<file path="src/sv/ses_pkg.sv">
// shared types and constants for the safety escalation supervisor
// used by ses_csr, ses_core and safety_escalation_supervisor; no dependencies
package ses_pkg;

   localparam int IN_DATA_W  = 32;
   localparam int OUT_DATA_W = 40;
   localparam int CSR_ADDR_W = 5;
   localparam int CSR_DATA_W = 32;

   localparam logic [1:0] LEVEL_NORMAL     = 2'd0;
   localparam logic [1:0] LEVEL_PRECAUTION = 2'd1;
   localparam logic [1:0] LEVEL_LIMP       = 2'd2;
   localparam logic [1:0] LEVEL_SHUTDOWN   = 2'd3;

   localparam logic       REQ_DIAG     = 1'b0;
   localparam logic       REQ_DETECTOR = 1'b1;

   localparam logic [1:0] ACTION_PRECAUTION = 2'd1;
   localparam logic [1:0] ACTION_LIMP       = 2'd2;

   localparam logic [15:0] SCALE_ONE = 16'd32768;

   localparam logic [7:0]         RECOVERY_COUNT_RST   = 8'd10;
   localparam logic signed [11:0] SHUTDOWN_TEMP_RST    = 12'sd1150;
   localparam logic [15:0]        PRECAUTION_SCALE_RST = 16'd26214;
   localparam logic [15:0]        LIMP_SCALE_RST       = 16'd16384;
   localparam logic [15:0]        SHUTDOWN_SCALE_RST   = 16'd0;

   typedef enum logic [2:0] {
      REG_RECOVERY_COUNT   = 3'd0,
      REG_SHUTDOWN_TEMP    = 3'd1,
      REG_PRECAUTION_SCALE = 3'd2,
      REG_LIMP_SCALE       = 3'd3,
      REG_SHUTDOWN_SCALE   = 3'd4
   } reg_index_type;

   typedef struct packed {
      logic [7:0]         recovery_count;
      logic signed [11:0] shutdown_temp;
      logic [15:0]        precaution_scale;
      logic [15:0]        limp_scale;
      logic [15:0]        shutdown_scale;
   } cfg_type;

   // first listed member is the top bit, so the data fields line up with tdata
   typedef struct packed {
      logic               req_type;
      logic [1:0]         detector_action;
      logic               detector_active;
      logic signed [11:0] coolant_temp;
      logic               critical_persistent;
      logic [3:0]         confirmed_faults;
      logic [3:0]         pending_faults;
      logic               overheat_crit;
      logic               overheat_warn;
   } in_item_type;

   typedef struct packed {
      logic        accepted;
      logic [15:0] transitions;
      logic [15:0] load_scale;
      logic        shutdown_request;
      logic        torque_derate;
      logic        full_cooling;
      logic [1:0]  requested_level;
      logic [1:0]  current_level;
   } out_item_type;

endpackage

</file>
<file path="src/sv/safety_escalation_supervisor.sv">
// Safety escalation supervisor. Each item on the req stream is a diagnostic step or a
// detector request; every item yields exactly one result on the rsp stream with the level in
// force, the cooling/derate/shutdown flags, the load scale and the transition count.
// One item is taken every clock cycle unless rsp backpressure stalls the pipeline. An item is
// held in the input register, the level update is done in the logic behind it, and its result is
// registered in the result register, from which it is offered on rsp. Backpressure on rsp stalls
// both registers. Configuration registers sit at byte addresses 0, 4, 8, 12 and 16; the user must
// write them only while idle, as the block itself does not enforce this.
module safety_escalation_supervisor (
   input  logic                              clock,
   input  logic                              reset,
   input  logic                              req_tvalid,
   output logic                              req_tready,
   // warning[0], critical[1], pending_faults[5:2], confirmed_faults[9:6],
   // critical_persistent[10], coolant_temp[22:11], detector_active[23],
   // detector_action[25:24], zero fill[31:26]
   input  logic [ses_pkg::IN_DATA_W-1:0]     req_tdata,
   // req_type[0]
   input  logic                              req_tuser,
   output logic                              rsp_tvalid,
   input  logic                              rsp_tready,
   // current_level[1:0], requested_level[3:2], full_cooling[4], torque_derate[5],
   // shutdown_request[6], load_scale[22:7], transitions[38:23], accepted[39]
   output logic [ses_pkg::OUT_DATA_W-1:0]    rsp_tdata,
   input  logic                              csr_psel,
   input  logic                              csr_penable,
   input  logic                              csr_pwrite,
   input  logic [ses_pkg::CSR_ADDR_W-1:0]    csr_paddr,
   input  logic [ses_pkg::CSR_DATA_W-1:0]    csr_pwdata,
   output logic [ses_pkg::CSR_DATA_W-1:0]    csr_prdata,
   output logic                              csr_pready
);

   ses_pkg::cfg_type      cfg;
   ses_pkg::in_item_type  in_ff, in_in;
   logic                  in_valid_ff, in_valid_in;
   ses_pkg::out_item_type out_ff, out_in;
   logic                  out_valid_ff, out_valid_in;
   ses_pkg::out_item_type result;
   logic                  advance;
   logic                  take;

   ses_csr u_csr (
      .clock       (clock),
      .reset       (reset),
      .csr_psel    (csr_psel),
      .csr_penable (csr_penable),
      .csr_pwrite  (csr_pwrite),
      .csr_paddr   (csr_paddr),
      .csr_pwdata  (csr_pwdata),
      .csr_prdata  (csr_prdata),
      .csr_pready  (csr_pready),
      .cfg         (cfg)
   );

   ses_core u_core (
      .clock  (clock),
      .reset  (reset),
      .fire   (advance),
      .item   (in_ff),
      .cfg    (cfg),
      .result (result)
   );

   assign advance    = in_valid_ff & (~out_valid_ff | rsp_tready);
   assign req_tready = ~in_valid_ff | advance;
   assign take       = req_tvalid & req_tready;
   assign rsp_tvalid = out_valid_ff;
   assign rsp_tdata  = out_ff;

   always_comb begin
      in_in       = take ? ses_pkg::in_item_type'({req_tuser, req_tdata[25:0]}) : in_ff;
      in_valid_in = take | (in_valid_ff & ~advance);
      out_in      = advance ? result : out_ff;
      out_valid_in = advance | (out_valid_ff & ~rsp_tready);
   end

   always_ff @(posedge clock) begin
      if (reset) begin
         in_valid_ff  <= 1'b0;
         out_valid_ff <= 1'b0;
      end else begin
         in_valid_ff  <= in_valid_in;
         out_valid_ff <= out_valid_in;
      end
   end

   always_ff @(posedge clock) begin
      in_ff  <= in_in;
      out_ff <= out_in;
   end

endmodule

</file>
<file path="src/sv/ses_csr.sv">
// configuration registers behind the csr write/read port
// depends on ses_pkg
module ses_csr (
   input  logic                              clock,
   input  logic                              reset,
   input  logic                              csr_psel,
   input  logic                              csr_penable,
   input  logic                              csr_pwrite,
   input  logic [ses_pkg::CSR_ADDR_W-1:0]    csr_paddr,
   input  logic [ses_pkg::CSR_DATA_W-1:0]    csr_pwdata,
   output logic [ses_pkg::CSR_DATA_W-1:0]    csr_prdata,
   output logic                              csr_pready,
   output ses_pkg::cfg_type                  cfg
);

   ses_pkg::cfg_type       cfg_ff;
   ses_pkg::cfg_type       cfg_in;
   ses_pkg::reg_index_type index;
   logic                   write_en;

   assign csr_pready = 1'b1;
   assign index      = ses_pkg::reg_index_type'(csr_paddr[ses_pkg::CSR_ADDR_W-1:2]);
   assign write_en   = csr_psel & csr_penable & csr_pwrite & csr_pready;
   assign cfg        = cfg_ff;

   always_comb begin
      cfg_in = cfg_ff;
      if (write_en) begin
         unique case (index)
            ses_pkg::REG_RECOVERY_COUNT:   cfg_in.recovery_count   = csr_pwdata[7:0];
            ses_pkg::REG_SHUTDOWN_TEMP:    cfg_in.shutdown_temp    = $signed(csr_pwdata[11:0]);
            ses_pkg::REG_PRECAUTION_SCALE: cfg_in.precaution_scale = csr_pwdata[15:0];
            ses_pkg::REG_LIMP_SCALE:       cfg_in.limp_scale       = csr_pwdata[15:0];
            ses_pkg::REG_SHUTDOWN_SCALE:   cfg_in.shutdown_scale   = csr_pwdata[15:0];
            default: ;
         endcase
      end
   end

   always_comb begin
      unique case (index)
         ses_pkg::REG_RECOVERY_COUNT:
            csr_prdata = {24'd0, cfg_ff.recovery_count};
         ses_pkg::REG_SHUTDOWN_TEMP:
            csr_prdata = {{20{cfg_ff.shutdown_temp[11]}}, cfg_ff.shutdown_temp};
         ses_pkg::REG_PRECAUTION_SCALE:
            csr_prdata = {16'd0, cfg_ff.precaution_scale};
         ses_pkg::REG_LIMP_SCALE:
            csr_prdata = {16'd0, cfg_ff.limp_scale};
         ses_pkg::REG_SHUTDOWN_SCALE:
            csr_prdata = {16'd0, cfg_ff.shutdown_scale};
         default:
            csr_prdata = '0;
      endcase
   end

   always_ff @(posedge clock) begin
      if (reset) begin
         cfg_ff.recovery_count   <= ses_pkg::RECOVERY_COUNT_RST;
         cfg_ff.shutdown_temp    <= ses_pkg::SHUTDOWN_TEMP_RST;
         cfg_ff.precaution_scale <= ses_pkg::PRECAUTION_SCALE_RST;
         cfg_ff.limp_scale       <= ses_pkg::LIMP_SCALE_RST;
         cfg_ff.shutdown_scale   <= ses_pkg::SHUTDOWN_SCALE_RST;
      end else begin
         cfg_ff <= cfg_in;
      end
   end

endmodule

</file>
<file path="src/sv/ses_core.sv">
// level request rules, escalation state and result fields for one item
// depends on ses_pkg
module ses_core (
   input  logic                  clock,
   input  logic                  reset,
   input  logic                  fire,
   input  ses_pkg::in_item_type  item,
   input  ses_pkg::cfg_type      cfg,
   output ses_pkg::out_item_type result
);

   logic [1:0]  now_ff, now_in;
   logic [1:0]  asked_ff, asked_in;
   logic [7:0]  run_ff, run_in;
   logic [15:0] count_ff, count_in;

   logic [1:0]  diag_lvl;
   logic [1:0]  det_lvl;
   logic [1:0]  req_lvl;
   logic [7:0]  run_step;
   logic        apply;

   // prioritized diagnostic rules, later rules win
   always_comb begin
      diag_lvl = ses_pkg::LEVEL_NORMAL;
      if (item.overheat_warn || (item.pending_faults[1:0] != 2'd0)) begin
         diag_lvl = ses_pkg::LEVEL_PRECAUTION;
      end
      if (item.overheat_crit || (item.confirmed_faults[2:0] != 3'd0)) begin
         diag_lvl = ses_pkg::LEVEL_LIMP;
      end
      if (item.confirmed_faults[3] && item.critical_persistent &&
          ($signed(item.coolant_temp) >= $signed(cfg.shutdown_temp))) begin
         diag_lvl = ses_pkg::LEVEL_SHUTDOWN;
      end
      // lone coolant sensor fault means the temperature reading is not trusted
      if (item.pending_faults[3] && !item.overheat_warn && !item.overheat_crit &&
          (item.pending_faults[2:0] == 3'd0)) begin
         diag_lvl = ses_pkg::LEVEL_NORMAL;
      end
   end

   always_comb begin
      unique case (item.detector_action)
         ses_pkg::ACTION_PRECAUTION: det_lvl = ses_pkg::LEVEL_PRECAUTION;
         ses_pkg::ACTION_LIMP:       det_lvl = ses_pkg::LEVEL_LIMP;
         default:                    det_lvl = ses_pkg::LEVEL_NORMAL;
      endcase
   end

   always_comb begin
      if (item.req_type == ses_pkg::REQ_DIAG) begin
         req_lvl = diag_lvl;
         apply   = 1'b1;
      end else begin
         req_lvl = (det_lvl > asked_ff) ? det_lvl : asked_ff;
         apply   = item.detector_active;
      end
   end

   assign run_step = run_ff + 8'd1;

   always_comb begin
      now_in   = now_ff;
      asked_in = asked_ff;
      run_in   = run_ff;
      count_in = count_ff;
      if (apply) begin
         asked_in = req_lvl;
         if (req_lvl > now_ff) begin
            now_in   = req_lvl;
            run_in   = 8'd0;
            count_in = count_ff + 16'd1;
         end else if (req_lvl < now_ff) begin
            // a zero count steps down on the first lower request
            if (run_step >= cfg.recovery_count) begin
               now_in   = req_lvl;
               run_in   = 8'd0;
               count_in = count_ff + 16'd1;
            end else begin
               run_in = run_step;
            end
         end else begin
            run_in = 8'd0;
         end
      end
   end

   always_comb begin
      result.current_level    = now_in;
      result.requested_level  = asked_in;
      result.full_cooling     = (now_in != ses_pkg::LEVEL_NORMAL);
      result.torque_derate    = (now_in >= ses_pkg::LEVEL_LIMP);
      result.shutdown_request = (now_in == ses_pkg::LEVEL_SHUTDOWN);
      result.transitions      = count_in;
      result.accepted         = apply;
      case (now_in)
         ses_pkg::LEVEL_PRECAUTION: result.load_scale = cfg.precaution_scale;
         ses_pkg::LEVEL_LIMP:       result.load_scale = cfg.limp_scale;
         ses_pkg::LEVEL_SHUTDOWN:   result.load_scale = cfg.shutdown_scale;
         default:                   result.load_scale = ses_pkg::SCALE_ONE;
      endcase
   end

   always_ff @(posedge clock) begin
      if (reset) begin
         now_ff   <= ses_pkg::LEVEL_NORMAL;
         asked_ff <= ses_pkg::LEVEL_NORMAL;
         run_ff   <= 8'd0;
         count_ff <= 16'd0;
      end else if (fire) begin
         now_ff   <= now_in;
         asked_ff <= asked_in;
         run_ff   <= run_in;
         count_ff <= count_in;
      end
   end

   // every level change is counted exactly once
   assert property (@(posedge clock) disable iff (reset)
      (!$past(reset) && (now_ff != $past(now_ff))) |-> (count_ff == $past(count_ff) + 16'd1))
      else $error("level changed without a transition count step");

   // a running recovery count only exists while a lower level is asked
   assert property (@(posedge clock) disable iff (reset)
      (run_ff != 8'd0) |-> (asked_ff < now_ff))
      else $error("recovery run active without a lower request");

   // escalation lands exactly on the requested level
   assert property (@(posedge clock) disable iff (reset)
      (!$past(reset) && (now_ff > $past(now_ff))) |-> (now_ff == asked_ff))
      else $error("escalated to a level other than the request");

   // state moves only when an item is applied
   assert property (@(posedge clock) disable iff (reset)
      (!$past(reset) && !$past(fire)) |-> ($stable(now_ff) && $stable(count_ff)))
      else $error("level state changed without an item");

endmodule
</file>
<file path="config.mk">
export PLATFORM = sky130hd
export DESIGN_NAME = safety_escalation_supervisor
export DESIGN_NICKNAME = d
export VERILOG_FILES = /design/src/sv/ses_pkg.sv /design/src/sv/safety_escalation_supervisor.sv /design/src/sv/ses_csr.sv /design/src/sv/ses_core.sv
export SDC_FILE = /design/constraint.sdc
export NUM_CORES = 1
export LEC_CHECK = 0
export ABC_AREA = 1
export BUFFER_PORTS_ARGS = -buffer_cell sky130_fd_sc_hd__buf_2
export CAP_MARGIN = 15
export CORE_UTILIZATION = 30
export DETAILED_ROUTE_END_ITERATION = 8
export GPL_TIMING_DRIVEN = 0
export SLEW_MARGIN = 20
export SYNTH_ARGS = -nofsm -noshare
export SYNTH_HDL_FRONTEND = slang
export SYNTH_SLANG_ARGS = --single-unit
</file>
<file path="constraint.sdc">
create_clock -name clock -period 3.2 [get_ports clock]
set_input_delay 0.64 -clock clock [delete_from_list [all_inputs] [get_ports clock]]
set_output_delay 0.64 -clock clock [all_outputs]
set_load 0.05 [all_outputs]
</file>
# [Yosys cells after proc, flatten, opt, wreduce, memory -nomap -nowiden]
# Index checks and enable logic that the tools add are counted.
[word_totals] regBits=165 latch_bits=0 ramBits=0 romBits=0 elab_cells=101 n_memories=0
[classes] addsub=2 multipliers=0 div=0 order_cmp=6 n_eq_ne=9 shift=0 mux=22 n_bitwise=14 n_reduce_logical=20
[op_table] op="32-bit case mux with 5 select lines" count=1
[op_table] op="16-bit 2-to-1 mux" count=4
[op_table] op="16-bit case mux with 3 select lines" count=1
[op_table] op="8-bit 2-to-1 mux" count=3
[op_table] op="2-bit 2-to-1 mux" count=10
[op_table] op="16-bit by 1-bit adder with 16-bit output, second input constant" count=1
[op_table] op="12-bit greater-or-equal comparator" count=1
[op_table] op="2-bit AND reduction" count=6
[op_table] op="8-bit by 1-bit adder with 8-bit output, second input constant" count=1
[op_table] op="8-bit greater-or-equal comparator" count=1
[op_table] op="1-bit AND" count=6
[op_table] op="2-bit equality test, second input constant" count=3
[op_table] op="3-bit by 2-bit equality test with 1-bit output, second input constant" count=2
[op_table] op="3-bit logical NOT" count=2
[op_table] op="1-bit logical AND" count=5
[op_table] op="2-bit by 1-bit equality test with 1-bit output, second input constant" count=2
[op_table] op="2-bit greater-than comparator" count=2
[op_table] op="1-bit inverter" count=4
[op_table] op="1-bit bitwise OR" count=4
[op_table] op="2-bit case mux with 2 select lines" count=1
[op_table] op="2-bit nonzero test" count=2
[op_table] op="3-bit by 1-bit equality test with 1-bit output, second input constant" count=1
[op_table] op="3-bit equality test, second input constant" count=1
[op_table] op="3-bit nonzero test" count=1
[op_table] op="5 further kinds" count=8

# [Depth between registers and ports, before layout]
# Gate-level depths: netlist of the first run.
[logic_depth] ltp_word=13 depth_mapped=30 depth_no_buf=29

# [Modules after synthesis]
# From an unflattened synthesis of the first run, not the netlist that was laid out.
[hier_totals] hier_cells=1072 area_unflattened_um2=8573.2
[by_module_without_submodules] module="ses_csr" n_inst=1 cells_each=553 area_each_um2=3460.8 seq_area_each_um2=1361.3
[by_module_without_submodules] module="ses_core" n_inst=1 cells_each=440 area_each_um2=3009.1 seq_area_each_um2=560.5
[by_module_without_submodules] module="safety_escalation_supervisor" n_inst=1 cells_each=79 area_each_um2=2103.3 seq_area_each_um2=2052.0

# [Worst setup path after synthesis of the first run]
# Ideal clock, no wire load.
[synth_timing] path_kind="input to output" from="in csr_paddr[3] (netlist bit)" to="out csr_prdata[15] (netlist bit)" arrival_time_ns=3.027 required_time_ns=2.560 path_slack_ns=-0.467 stages=6 n_path_buf=1 cell_sequence="nor3_1 inv_1 clkbuf_1 nor2_1 inv_1 o2111ai_1"
[synth_between] elab_chain_cells=2
[synth_rtl] element="start, declared" line="safety_escalation_supervisor.sv:28" source="input logic [ses_pkg::CSR_ADDR_W-1:0] csr_paddr,"
[synth_rtl] element="3-bit equality test, or another cell as far along" line="ses_csr.sv:41" source="unique case (index)"
[synth_rtl] element="32-bit case mux with 5 select lines (*)" line="ses_csr.sv:41"
[synth_rtl] element="end, declared" line="safety_escalation_supervisor.sv:30" source="output logic [ses_pkg::CSR_DATA_W-1:0] csr_prdata,"
# Mark *: on every way between the ends. The rest lies on a longest branch, timed or not.

==> key figures, run 1 <==
Status
  • Status: finished, violations left
  • Violated checks: negative setup slack

Clocking
  • Total CTS buffers: 17
  • Clock latency on the worst-skew pair: 440 ps
  • TritonCTS sink count: 165
  • H-tree Lvls: 4
  • Root Driver: clkbuf_16
  • Clock Pin Slew Worst Setup and Hold Paths: 70 ps
  • CTS max path bufs: 2
  • CTS Hold Bufs: 0
  • TritonCTS clock tree: done

Synth
  • Sequential area share after synthesis: 0.510
  • Share of the synthesized area in the top cell type: 0.258
  • Largest family of logic cells by synthesized area: simple AND/OR/NAND/NOR gates
  • Synth Area in XOR/XNOR: 0.0213
  • Top cells by area, synth: edfxtp_1, dfxtp_1, nand2_1
  • Adder-cell share of the synthesized area: 0.0433
  • Fraction of registers with async set or reset after synthesis: 0
  • EDFF count, synth: 67
  • Most common flop cell mapped by yosys: dfxtp_1
  • Synthesized instance count: 901
  • Cell Area, Synth: 7800 um^2
  • Ys Warns: 0
  • Netlist cell types: 47
  • Syn Nets: 1005
  • Synthesized-area fraction occupied by and/or/nand/nor cells: 0.216
  • Synth Area in Compound Gates: 0.115
  • Multiplexer area fraction after synthesis: 0
  • Yosys reg bits: 165
  • Cell taking the most area after synthesis: edfxtp_1
  • Post-synthesis area per instance: 8.65 um^2

GRT
  • Grt ovf: 0
  • Gr usage total: 0.171
  • Maximum number of pins on one net before global-route repair: 50
  • Vias in the first global route: 6500
  • First-pass GRT wire length: 35.0 mm
  • Initial antenna violation count: 2

Timing
  • Slew of the pin with the lowest slew margin: 957 ps
  • Max frequency: 0.300 GHz
  • Final setup viols: 27
  • Final worst slack: -131 ps
  • Slew margin rel.: 0.358
  • TNS Setup: -1850 ps
  • Pins Over Slew Limit: 0
  • Final Hold Viols: 0
  • Layout Skew: 8.41 ps
  • RSZ-0062 raised after global routing: yes
  • Fin crit share: 1.04
  • Fin crit period: 3330 ps

Drt
  • DR iter-0 viols: 446
  • Via Count: 6802
  • Vias per cell: 4.76
  • Drt drc: 0
  • Average wire per standard cell: 15.9 um
  • Pre-Repair DR Iteration Count: 5
  • Antenna viol nets, final: 0
  • Final Routed Wirelength: 22.7 mm

Finish
  • Post-layout net count: 1188
  • Area Overhead vs Synth: 36.0%
  • Layout fillers: 2449
  • Final design utilization: 0.419
  • Design Area, Final: 10600 um^2
  • Share of layout cells above drive strength 1: 0.320

Setup path
  • CP dominant cell by count: nand2_4
  • Max FO, Critical Path: 5
  • WP data required: 3390 ps
  • CP Class: flop to flop
  • Crit start category: flop
  • Largest stage delay on the critical path: 430 ps
  • Reg2reg path depth: 26
  • Worst path slowest cell: edfxtp_1
  • Setup crit end kind: flop
  • Arrival time at the worst endpoint: 3520 ps

Job
  • Max cap viols: 0

Placed design
  • Detailed Place HPWL: 15.5 mm
  • Placed Area: 8850 um^2
  • Routability cong.: 0.881
  • DP Worst Slack: -635 ps
  • # port buffers: 126

Pwr
  • Leak Pwr: 4.68 nW
  • Register share of total power: 0.409
  • Internal power: 3.92 mW
  • Clock power frac: 0.363
  • Power Density: 538 nW/um^2
  • Gate power share: 0.227
  • Maximum VDD drop: 0.346 mV
  • Pwr Total: 5.71 mW
  • Switching Fraction: 0.314
  • P_sw: 1.79 mW

Die
  • Die ar.: 26600 um^2
  • IO Pins: 152
  • Die height: 163 um
  • Die Wd: 163 um
  • Initial Utilization: 0.308
  • Site Rows: 58
  • Core box area: 25300 um^2

Hold path
  • Worst hold path class: primary input to flop
  • Hold Path Depth: 1
[path summary, 6_finish.rpt]
kind	startpoint	to	slack, ps
worst max-delay path	in_ff[22]	rsp_tdata[37]	-130
worst min-delay path	req_tdata[4]	in_ff[4]	380
worst min register to register	in_valid_ff	rsp_tvalid	470
worst max register to register	in_ff[22]	rsp_tdata[37]	-130
[power by group through the flow]
| stage | sequential (mW) | clock, mW | combinational [mW] |
|---|---|---|---|
| after floorplan | 2.49 | 0 | 0.455 |
| after global placement | 2.38 | 0 | 0.835 |
| after detailed placement | 2.38 | 0 | 0.841 |
| after CTS | 2.33 | 2.10 | 1.15 |
| after global routing | 2.35 | 2.19 | 1.37 |
| final | 2.34 | 2.07 | 1.30 |
[sequential cells by signal, summed over array words and instances, names as in the netlist]
| signal | flops |
|---|---|
| u_core.run_ff | 8 |
| rsp_tvalid | 1 |
| u_core.asked_ff | 2 |
| in_valid_ff | 1 |
| rsp_tdata | 40 |
| u_csr.cfg | 68 |
| u_core.now_ff | 2 |
| u_core.count_ff | 16 |
| in_ff | 27 |
[synth_stat cells (2+ instances only)]
master / instances
nand2_1: 128
nor2_1: 110
inv_1: 100
dfxtp_1: 98
nand3_1: 83
o21ai_0: 83
edfxtp_1: 67
a21oi_1: 46
ha_1: 27
clkbuf_1: 23
buf_4: 17
xor2_1: 17
nand4_1: 10
a221oi_1: 8
buf_6: 7
nand2_4: 7
o211ai_1: 7
nand2_2: 6
nor3_1: 6
nor2_2: 5
nand3_2: 4
o2111ai_1: 4
o21ai_1: 4
a22oi_1: 3
inv_2: 3
nand3b_1: 3
nor4_1: 2
o21a_1: 2
o22ai_1: 2
xnor2_1: 2
[area by class of cell]
| type | instances | area [um^2] | share of cell area |
|---|---|---|---|
| antenna | 1 | 2.50 | 0.000236 |
| clock inverter | 15 | 168 | 0.0158 |
| clock buffer | 17 | 425 | 0.0401 |
| timing repair buffer | 165 | 1090 | 0.103 |
| multi-input combinational | 579 | 3760 | 0.354 |
| buffer | 50 | 367 | 0.0346 |
| sequential | 165 | 3970 | 0.375 |
| inverter | 106 | 404 | 0.0381 |
| tap | 330 | 413 | 0.0389 |
[cells in the final DEF (no fill, tap or decap), types with 5 or more instances in the layout]
| cell type | netlist | routed |
|---|---|---|
| nand4_1 | 10 | 10 |
| edfxtp_1 | 67 | 67 |
| dfxtp_1 | 98 | 98 |
| clkbuf_16 | 0 | 19 |
| nand2_1 | 128 | 120 |
| nand3_2 | 4 | 43 |
| nand2_8 | 0 | 6 |
| o21ai_1 | 4 | 12 |
| nor3_1 | 6 | 6 |
| a221oi_1 | 8 | 8 |
| clkinv_4 | 1 | 5 |
| inv_1 | 100 | 94 |
| nor2_2 | 5 | 6 |
| o21ai_0 | 83 | 73 |
| buf_4 | 17 | 40 |
| nor2_4 | 1 | 7 |
| xor2_2 | 0 | 7 |
| ha_1 | 27 | 17 |
| o211ai_1 | 7 | 7 |
| buf_6 | 7 | 9 |
| buf_2 | 1 | 127 |
| ha_4 | 0 | 9 |
| clkbuf_1 | 23 | 19 |
| xor2_1 | 17 | 10 |
| nand3_1 | 83 | 35 |
| nor2_1 | 110 | 103 |
| nand2_2 | 6 | 7 |
| nand2_4 | 7 | 8 |
| buf_8 | 1 | 6 |
| a21oi_1 | 46 | 42 |
| nand3_4 | 0 | 9 |
| inv_2 | 3 | 8 |
[timing repair]
| action | CTS | global route |
|---|---|---|
| cloned | 4 | 2 |
| endpoints found under the setup margin | 59 | 60 |
| setup buffers | 23 | 10 |
| gates resized for setup | 77 | 77 |
| pin swaps | 36 | 41 |
[worst max-delay path: cells and delay by family, from the launching register on]
| family | cells | cell delay [ps] |
|---|---|---|
| adder cells (fa/ha/maj) | 2 | 510 |
| AND/OR/NAND/NOR | 17 | 1470 |
| AO/OA/AOI/OAI | 1 | 150 |
| buffers and inverters | 6 | 510 |
| flip-flops | 1 | 430 |
[stage by stage]
stage	hold WS, ps	instances
final	376	1428
after global routing	370	1428
after CTS	371	1416
after detailed placement	458	1357
after global placement	452	1357
after floorplan	443	901
[routing by layer]
layer,wire length (um),global-route usage
met5,13,0
met4,333,0.0518
met3,1540,0.0353
met2,10700,0.276
met1,10100,0.229
[cells by family after synthesis]
kind of cell | Yosys count
AOI/OAI and AO/OA | 162
buffers and inverters | 157
other | 1
DFF | 165
adders and majority gates | 27
xor gates and xnor gates | 19
and+or+nand+nor | 370
(Power assumes the default switching activity.)
==> run 2, diff against run 1 <==
CELL_PAD_IN_SITES_DETAIL_PLACEMENT = 1   (was unset)
CELL_PAD_IN_SITES_GLOBAL_PLACEMENT = 2   (was unset)
PLACE_DENSITY_LB_ADDON = 0.1   (was unset)
==> run 2 against run 1 <==
The run still ends with negative setup slack left. Combinational power about the same. Sequential share of layout area up 0.38 points. Global-route usage up 2.8 points. Critical path type unchanged.
==> key figures, run 2 (synthesis results as in run 1) <==
Die
  • Die ar.: 26600 um^2
  • Core box area: 25300 um^2
  • Initial Utilization: 0.308
  • Die height: 163 um
  • Die Wd: 163 um
  • IO Pins: 152
  • Site Rows: 58

Pwr
  • Leak Pwr: 4.65 nW
  • Clock power frac: 0.356
  • Switching Fraction: 0.309
  • P_sw: 1.75 mW
  • Internal power: 3.92 mW
  • Gate power share: 0.232
  • Maximum VDD drop: 0.273 mV
  • Power Density: 540 nW/um^2
  • Register share of total power: 0.412

Placed design
  • Routability cong.: 0.756
  • # port buffers: 126
  • Placed Area: 8850 um^2
  • Detailed Place HPWL: 17.8 mm

Finish
  • Design Area, Final: 10500 um^2
  • Post-layout net count: 1186
  • Most frequent cells in the layout: buf_2, nand2_1, nor2_1
  • Area Overhead vs Synth: 34.7%
  • # diodes: 0
  • Share of layout cells above drive strength 1: 0.301
  • Layout fillers: 2979
  • Largest register FFs: 68
  • Leading cell type in the layout, fill and taps excluded: buf_2

Timing
  • Final worst slack: -115 ps
  • Fin crit share: 1.04
  • Final Hold Viols: 0
  • Slew of the pin with the lowest slew margin: 1010 ps
  • Slew margin rel.: 0.326
  • Pins Over Slew Limit: 0
  • WHS: 377 ps
  • Final setup viols: 29
  • Layout Skew: 12.9 ps
  • Fin crit period: 3310 ps
  • TNS Setup: -1880 ps
  • RSZ-0062 raised after global routing: yes
  • Max frequency: 0.302 GHz

Setup path
  • WP data required: 3370 ps
  • Setup crit end kind: flop
  • Arrival time at the worst endpoint: 3490 ps
  • Crit start category: flop
  • CP endpoint: rsp_tdata[8]
  • CP Class: flop to flop
  • RR Startpoint: in_ff[22]
  • Reg2reg path depth: 26
  • R2r setup slk: -110 ps
  • Max FO, Critical Path: 7
  • Reg2reg end: rsp_tdata[8]
  • Critical Path Start: in_ff[22]

Drt
  • Pre-Repair DR Iteration Count: 5
  • Antenna viol nets, final: 0
  • Via Count: 6825
  • Final Routed Wirelength: 25.7 mm
  • Vias per cell: 4.79
  • DR iter-0 viols: 307
  • Average wire per standard cell: 18.0 um
  • Drt drc: 0

Status
  • Violated checks: negative setup slack
  • Status: finished, violations left

Clocking
  • Root Driver: clkbuf_16
  • TritonCTS clock tree: done
  • H-tree Lvls: 4
  • Clock latency on the worst-skew pair: 430 ps
  • CTS Hold Bufs: 0
  • CTS max path bufs: 2
  • TritonCTS sink count: 165
  • Clock Pin Slew Worst Setup and Hold Paths: 70 ps
  • Total CTS buffers: 17

Job
  • Max cap viols: 0

GRT
  • Grt ovf: 0
  • Vias in the first global route: 6727
  • Initial antenna violation count: 0
  • First-pass GRT wire length: 39.3 mm
  • Maximum number of pins on one net before global-route repair: 50
  • Gr usage total: 0.199

Hold path
  • Worst hold path class: primary input to flop
run 2: changes by cell type in the layout (fill, tap and decap cells not counted), moves of 3 or more:
cell | before | now
buf_12 | 4 | 10
buf_6 | 9 | 6
buf_8 | 6 | 2
clkinv_2 | 1 | 4
inv_8 | 4 | 1
nand2_1 | 120 | 116
nand2_4 | 8 | 11
nand3_1 | 35 | 55
nand3_2 | 43 | 24
o21ai_0 | 73 | 76
o21ai_1 | 12 | 9
xor2_2 | 7 | 4
run 2: how the worst min path moves through the flow:
stage	start	end	cells past startpoint
global placement	in_valid_ff	rsp_tvalid	2
detailed placement	in_valid_ff	rsp_tvalid	2
CTS	req_tdata[6]	in_ff[6]	1
finish	req_tdata[3]	in_ff[3]	1
global route	req_tdata[3]	in_ff[3]	1
floorplan	in_valid_ff	rsp_tvalid	2
run 2: through the flow:
step | setup WS, ps | utilization | total power, mW | instances
floorplan | 21.3 | - | 2.95 | 901
global placement | -699 | 0.349 | 3.26 | 1357
detailed placement | -696 | 0.349 | 3.26 | 1357
CTS | -192 | 0.400 | 5.63 | 1416
global route | -316 | 0.415 | 5.91 | 1425
finish | -115 | 0.415 | 5.67 | 1425
run 2: cell type report:
| type | count | area [um^2] | area share |
|---|---|---|---|
| timing repair buffer | 163 | 1080 | 0.103 |
| sequential | 165 | 3980 | 0.378 |
| buffer | 50 | 402 | 0.0382 |
| clock inverter | 14 | 126 | 0.0120 |
| tap | 330 | 413 | 0.0393 |
| inverter | 106 | 407 | 0.0387 |
| clock buffer | 18 | 439 | 0.0418 |
| multi-input combinational | 579 | 3660 | 0.349 |
run 2: per-layer routing:
metal / vias to the layer above / routed length (um) / share of wire / GRT usage
met1: 3281 / 12700 / 0.49 / 0.286
met3: 19 / 1190 / 0.046 / 0.0356
met5: - / 0 / 0 / 0
met2: 162 / 11600 / 0.45 / 0.305
met4: 0 / 218 / 0.0085 / 0.0501
li1: 3363 / - / - / -
run 2: power groups by stage:
stage | combinational (mW) | sequential, mW | clock, mW
6_report | 1.31 | 2.34 | 2.02
5_1_grt | 1.40 | 2.35 | 2.16
2_1_floorplan | 0.455 | 2.49 | 0
3_5_place_dp | 0.883 | 2.38 | 0
4_1_cts | 1.23 | 2.33 | 2.07
3_3_place_gp | 0.880 | 2.38 | 0
run 2: what timing repair did:
item                       4_1_cts  5_1_grt
setup buffers                   23        8
setup endpoints to repair       78       55
cloned                           5        1
pin swaps                       35       29
gates resized for setup         80       65
run 2: worst max-delay path: stages (launching register included):
cell and delay (ps):
edfxtp_1 420, ha_4 300, nand2_2 60, inv_2 50, nand2_2 60, nor2_4 120, nand2_2 60, nand4_1 80
nand3_2 110, nand2_4 100, nand2_4 50, nand2_4 100, nand2_4 60, ha_4 280, inv_4 40, nor2_4 90
nor2_4 50, inv_2 60, a31oi_4 90, nand2_4 120, clkinv_4 60, buf_12 150, nand3_4 100, nand2_8 100
buf_12 150, nand3_1 100, nand3_2 90
